<file path="config.mk">
export PLATFORM = sky130hd
export DESIGN_NAME = bsst_cell
export DESIGN_NICKNAME = d
export VERILOG_FILES = /design/src/sv/bsst_pkg.sv /design/src/sv/bsst_cell.sv
export SDC_FILE = /design/constraint.sdc
export NUM_CORES = 1
export LEC_CHECK = 0
export BUFFER_PORTS_ARGS = -buffer_cell sky130_fd_sc_hd__buf_2
export CORE_MARGIN = 1
export CORE_UTILIZATION = 35
export CTS_BUF_LIST = sky130_fd_sc_hd__clkbuf_8
export DETAILED_ROUTE_END_ITERATION = 8
export GPL_TIMING_DRIVEN = 0
export SETUP_SLACK_MARGIN = 0.1
export SLEW_MARGIN = 10
export SYNTH_ARGS = -nofsm -noshare
export SYNTH_HDL_FRONTEND = slang
export SYNTH_SLANG_ARGS = --single-unit
</file>
<file path="constraint.sdc">
create_clock -name clk -period 10.15 [get_ports clk]
set_input_delay 1.015 -clock clk [delete_from_list [all_inputs] [get_ports clk]]
set_output_delay 1.015 -clock clk [all_outputs]
set_load 0.005 [all_outputs]
</file>
<file path="src/sv/bsst_pkg.sv">
// shared types and constants for the bounded set span tracker
// no dependencies; used by bsst_cell and bounded_set_span_tracker
package bsst_pkg;

	localparam int DATA_W  = 32;
	localparam int GAP_W   = 33;
	localparam int CAP_W   = 7;
	localparam int COUNT_W = 7;

	// all ones in the gap register means no gap seen yet
	localparam logic [GAP_W-1:0] GAP_NONE = {GAP_W{1'b1}};

	// transaction travelling down the cell chain
	typedef struct packed {
		logic              vld;
		logic              store;
		logic [DATA_W-1:0] value;
		logic [GAP_W-1:0]  gap;
	} token_t;

endpackage

</file>
<file path="src/sv/bsst_cell.sv">
// one cell of the sorted-free span chain: holds one stored value and
// folds its distance to a passing value into the running minimum gap
// depends on bsst_pkg
module bsst_cell #(
	parameter int CNT_W = 7,
	parameter int POS   = 0
) (
	input  logic                 clk,
	input  logic                 arst_n,
	input  logic                 en,
	input  bsst_pkg::token_t     tok_in,
	input  logic [CNT_W-1:0]     idx_in,
	output bsst_pkg::token_t     tok_out,
	output logic [CNT_W-1:0]     idx_out
);

	localparam logic [CNT_W-1:0] POS_C = CNT_W'(POS);

	logic [bsst_pkg::DATA_W-1:0] entry_q;
	bsst_pkg::token_t            tok_q;
	logic [CNT_W-1:0]            idx_q;
	logic [bsst_pkg::GAP_W-1:0]  diff;
	logic [bsst_pkg::GAP_W-1:0]  mag;
	logic                        cmp_en;
	bsst_pkg::token_t            tok_nxt;

	// signed difference in 33 bits, magnitude always fits 32
	always_comb begin
		diff = {tok_in.value[bsst_pkg::DATA_W-1], tok_in.value}
			- {entry_q[bsst_pkg::DATA_W-1], entry_q};
		mag = diff[bsst_pkg::GAP_W-1] ? (~diff + 1'b1) : diff;
		cmp_en = tok_in.vld && tok_in.store && (POS_C < idx_in);
		tok_nxt = tok_in;
		if (cmp_en && (mag < tok_in.gap)) begin
			tok_nxt.gap = mag;
		end
	end

	always_ff @(posedge clk or negedge arst_n) begin
		if (!arst_n) begin
			tok_q <= '0;
		end else if (en) begin
			tok_q <= tok_nxt;
		end
	end

	always_ff @(posedge clk) begin
		if (en) begin
			idx_q <= idx_in;
			if (tok_in.vld && tok_in.store && (idx_in == POS_C)) begin
				entry_q <= tok_in.value;
			end
		end
	end

	assign tok_out = tok_q;
	assign idx_out = idx_q;

endmodule

</file>
Word level (Yosys, flattened, before mapping)

Index checks and enable logic that the tools add are counted.
W data, S select, Z words.

Bits in registers: 106
Input port bits: 77
Output and inout port bits: 74
Logic and storage cells: 19

Add/sub/neg operators: 2
$lt $le $gt $ge: 2
Muxes and demuxes: 2
Bitwise logic cells: 1
Reductions and logical operators: 6

Operators with widths:

| operator                | number |
|---|---|
| $mux W33                | 2 |
| $add A33 B1 Y33 const B | 1 |
| $lt A33 B33 Y1          | 1 |
| $not A33 Y33            | 1 |
| $sub A32 B32 Y33        | 1 |
| $logic_not A7 Y1        | 1 |
| $lt A1 B7 Y1 const A    | 1 |
| $logic_and A1 B1 Y1     | 4 |
| $reduce_and A2 Y1       | 1 |

Longest topological paths before layout

Word-level depth: 7
Depth in mapped cells: 25

Least setup slack after synthesis

Ideal clock, no wire load.

Path kind: input to register
Start: input port tok_in[33] (netlist name)
End: register tok_q (netlist bit tok_out[1])
Setup time: 82 ps
Data arrival time: 5712 ps
Slack: 4356 ps
Stages on the path: 24
Buffers on the path: 2
Path through: inv_1 -> ha_1 -> fa_1 -> nor2b_1 -> o31a_1 -> a311o_1 -> a211oi_1 -> nor4_1 -> nand3_1 -> nor4_1 -> nor3_1 -> or2_2 -> ha_1 -> a21o_1 -> a21o_1 -> a21oi_1 -> o21ai_0 -> nand2_1 -> o2111ai_1 -> nor2_1 -> clkbuf_1 -> clkbuf_1 -> nand2_1 -> a31oi_1

Longest elaborated chain between the ends: 7

RTL lines:

| what                   | line            | source |
|---|---|---|
| start: declaration     | bsst_cell.sv:11 | `input bsst_pkg::token_t tok_in,` |
| $sub A32 B32 Y33 (*)   | bsst_cell.sv:30 | `- {entry_q[bsst_pkg::DATA_W-1], entry_q};` |
| $not A33 Y33           | bsst_cell.sv:31 | `mag = diff[bsst_pkg::GAP_W-1] ? (~diff + 1'b1) : diff;` |
| $add A33 B1 Y33        | bsst_cell.sv:31 |  |
| $mux W33 (*)           | bsst_cell.sv:31 |  |
| $lt A33 B33 Y1         | bsst_cell.sv:34 | `if (cmp_en && (mag < tok_in.gap)) begin` |
| $logic_and A1 B1 Y1    | bsst_cell.sv:34 |  |
| $mux W33 (*)           | bsst_cell.sv:34 |  |
| end signal: assignment | bsst_cell.sv:43 | `tok_q <= tok_nxt;` |
| end: declaration       | bsst_cell.sv:20 | `bsst_pkg::token_t tok_q;` |

Mark *: on every way between the ends. The rest lies on a longest branch, timed or not.
A chain may end at the register's enable or synchronous reset.

Worst setup path after layout

Start: input port tok_in[33] (netlist name)
End: register tok_q (netlist bit tok_out[21])

Same word-level chain as after synthesis.

==> impl_metrics.json <==
{
  "path_class": "in2reg",
  "num_vias": 6932,
  "p_switching_uw": 348.8,
  "place_congestion": 0.8435,
  "synth_top_cell_by_area": "dfrtp_1",
  "grt_pass1_wl_um": 35300,
  "antenna_cells": 0,
  "start_util_pct": 35.97,
  "grt_pass1_vias": 6761,
  "antenna_found_initial": 0,
  "synth_cells": 884,
  "io_pins": 151,
  "placedCellCount": 1316,
  "grt_overflow": 0,
  "instances_no_fill": 1332,
  "dr.pass1.iters": 6,
  "required_ps": 10470,
  "power_uw": 1085,
  "finalCritPeriodShare_pct": 67.62,
  "synthAdderAreaFrac_pct": 10.55,
  "fp.dieArea_mm2": 0.02317,
  "intPower_uw": 736.3,
  "cp-start-kind": "input pin",
  "ir_worst_vdd_mv": 0.04975,
  "ys_types": 72,
  "drtIter0Drc": 368,
  "drcViolationCount": 17,
  "setup_viol": 0,
  "path_max_fanout": 10,
  "worstSkewPairLatency_ps": 400,
  "yosys_most_used_dff": "dfrtp_1",
  "rsz0062_at_grt": "false",
  "cts-buffers-inserted": 9,
  "endpoint_kind": "flip-flop",
  "tns_ps": 0,
  "synth.avg_cell_area_um2": 8.935,
  "comb_power_share_pct": 28.9,
  "slew-limit-headroom_pct": 40.90,
  "synth_async_sr_flop_share_pct": 63.21,
  "yosysTopAreaCellShare_pct": 21.23,
  "clock_skew_ps": 19.48,
  "htreeDepth": 3,
  "port_buffers": 150,
  "grt_max_degree": 45,
  "worstSetupStartpoint": "tok_in[33]",
  "ctsResizeCount": 0,
  "timing.rr.start": "entry_q[0]",
  "violations": "design-rule violations",
  "nNetsFinal": 1190,
  "synth_top_family_by_area": "compound AO/OA/AOI/OAI gates",
  "wire_per_inst_um": 16.11,
  "synth_enable_flop_cells": 39,
  "rows": 54,
  "vias_per_cell": 5.204,
  "finalCriticalPeriod_ps": 6863,
  "synth_xor_area_share_pct": 4.214,
  "final_layout_size_suffix_gt1_share_pct": 22.91,
  "power_density_mw_per_mm2": 117.3,
  "p_leak_uw": 0.004264,
  "swShare_pct": 32.15,
  "cp_data_arrival_time_ps": 7180,
  "wl_um": 21460,
  "finalHoldViolations": 0,
  "synthMuxAreaShare_pct": 5.227,
  "clk_pin_slew_ps": 110,
  "die_x_um": 152.2,
  "ys_ff_latch": 106,
  "syn2layout_area_growth_pct": 17.16,
  "grt.total_usage_pct": 18.96,
  "synth_simple_gate_area_share_pct": 15.32,
  "die_h_um": 152.2,
  "hold_path.class": "in2async",
  "core_area_mm2": 0.02196,
  "cts_max_path_buffers": 2,
  "ctsHoldBuffers": 0,
  "drtAntennaViolNets": 0,
  "worst_pin_slew_ps": 878.4,
  "fmax_mhz": 145.7,
  "netlist_top_cells_area": "dfrtp_1 21%, edfxtp_1 15%, ha_1 10%",
  "maxCapViolations": 0,
  "cts_tree": "yes",
  "dp_hpwl_um": 17310,
  "netlist_area_mm2": 0.007899,
  "setup_ws_ps": 3287,
  "ys_seq_area_share_pct": 36.05,
  "ff2ff_path_depth": 23,
  "root_buffer": "clkbuf_8",
  "cts_setup_buffers": 0,
  "power_frac_seq_pct": 45.5,
  "cts_sinks": 106,
  "yosys_warnings": 0,
  "finalMaxSlewViolations": 0,
  "synth_compound_area_share_pct": 21.84,
  "place_ws_ps": 2868,
  "status": "finished, violations left",
  "pwr-share-clk_pct": 25.6,
  "syn-num-nets": 1027
}
## cell type report
class / count / area (µm²)
tap: 280 / 350.3
sequential: 106 / 2848
clock buffer: 10 / 137.6
inverter: 99 / 371.6
timing repair buffer: 152 / 800.8
buffer: 39 / 165.2
clock inverter: 6 / 65.06
multi-input combinational: 640 / 4516
fill: 2234 / 12700
## power by group through the flow
stage	sequential (µW)	clock, µW	combinational, µW
after detailed placement	502	0	314
after global placement	502	0	308
final	494	278	314
after CTS	494	289	316
after global routing	499	306	353
after floorplan	505	0	193
## worst max-delay path: stages
cell	delay (ps)
buf_2	100
inv_1	40
ha_1	220
fa_1	410
nor2b_1	230
o31ai_1	160
a21boi_0	310
o2bb2ai_1	180
nor4_1	780
nand3_1	420
nor4_1	450
nor3_1	90
or2_2	300
ha_1	300
a21o_1	170
a21o_1	170
a21oi_1	140
o21ai_0	120
nand2_1	90
o2111ai_1	180
nor2_1	160
clkbuf_1	390
clkbuf_1	460
nand2_1	130
a31oi_1	170
## per-stage QoR
| stage | utilization [%] | hold WS, ps | instance area, µm² |
|---|---|---|---|
| 2_1_floorplan | - | 505.5 | 7899 |
| 3_3_place_gp | 40.99 | 484.7 | 9000 |
| 3_5_place_dp | 41.22 | 489.3 | 9051 |
| 4_1_cts | 42.14 | 500.4 | 9254 |
| 5_1_grt | 42.14 | 513.5 | 9254 |
| 6_report | 42.14 | 507.9 | 9254 |
## routing by layer
layer	vias to the layer above	share of wire, %	global-route usage [%]
li1	3537	-	-
met1	3234	50	26.12
met2	146	45	31.10
met3	15	3.8	2.645
met4	0	1.0	5.053
met5	-	0	0
## path summary, 6_finish.rpt
path                               endpoint  slack (ps)
worst max register to register  tok_out[21]        3630
min in group clk                tok_out[65]         510
max in group asynchronous       tok_out[24]        9090
worst min register to register  tok_out[65]         510
worst min-delay path            tok_out[41]         510
worst max-delay path            tok_out[21]        3290
## state kept, by name, summed over array words and instances (netlist names)
| name | count |
|---|---|
| entry_q | 32 |
| idx_out | 7 |
| tok_out | 67 |
## cells in the final DEF, fill, tap and decap left out, types with 26 or more instances in the layout
cell	instances
a21oi_1	40
buf_2	161
dfrtp_1	67
edfxtp_1	39
ha_1	65
inv_1	99
mux2_2	34
nand2_1	62
nor2_1	65
o21ai_0	53
o22ai_1	38
xnor2_1	26
## cells by family (layout without fill, tap and decap cells)
logic type,count (synthesis),count (layout)
AOI/OAI and AO/OA,257,257
and+or+nand+nor,242,242
buffers and inverters,138,306
DFF,106,106
adders and majority gates,66,66
xor gates and xnor gates,38,38
muxes,37,37
## synth_stat cells (4+ instances only)
cell type / count
a211oi_1: 8
a21boi_0: 4
a21o_1: 24
a21oi_1: 40
a31o_2: 7
a31oi_1: 6
and2_1: 7
and4_1: 6
buf_1: 4
buf_2: 12
clkbuf_1: 22
dfrtp_1: 67
edfxtp_1: 39
ha_1: 65
inv_1: 99
mux2_2: 34
nand2_1: 62
nand2b_1: 5
nand3_1: 10
nand4_1: 18
nor2_1: 65
nor2b_1: 7
nor3_1: 20
nor4_1: 7
o2111ai_1: 4
o211a_1: 6
o211ai_1: 7
o21a_1: 16
o21ai_0: 53
o21ai_1: 4
o21bai_1: 4
o22ai_1: 38
o31ai_1: 5
o32ai_1: 5
or2_2: 8
or3_1: 8
xnor2_1: 26
xor2_1: 12
(Power assumes the default switching activity.)
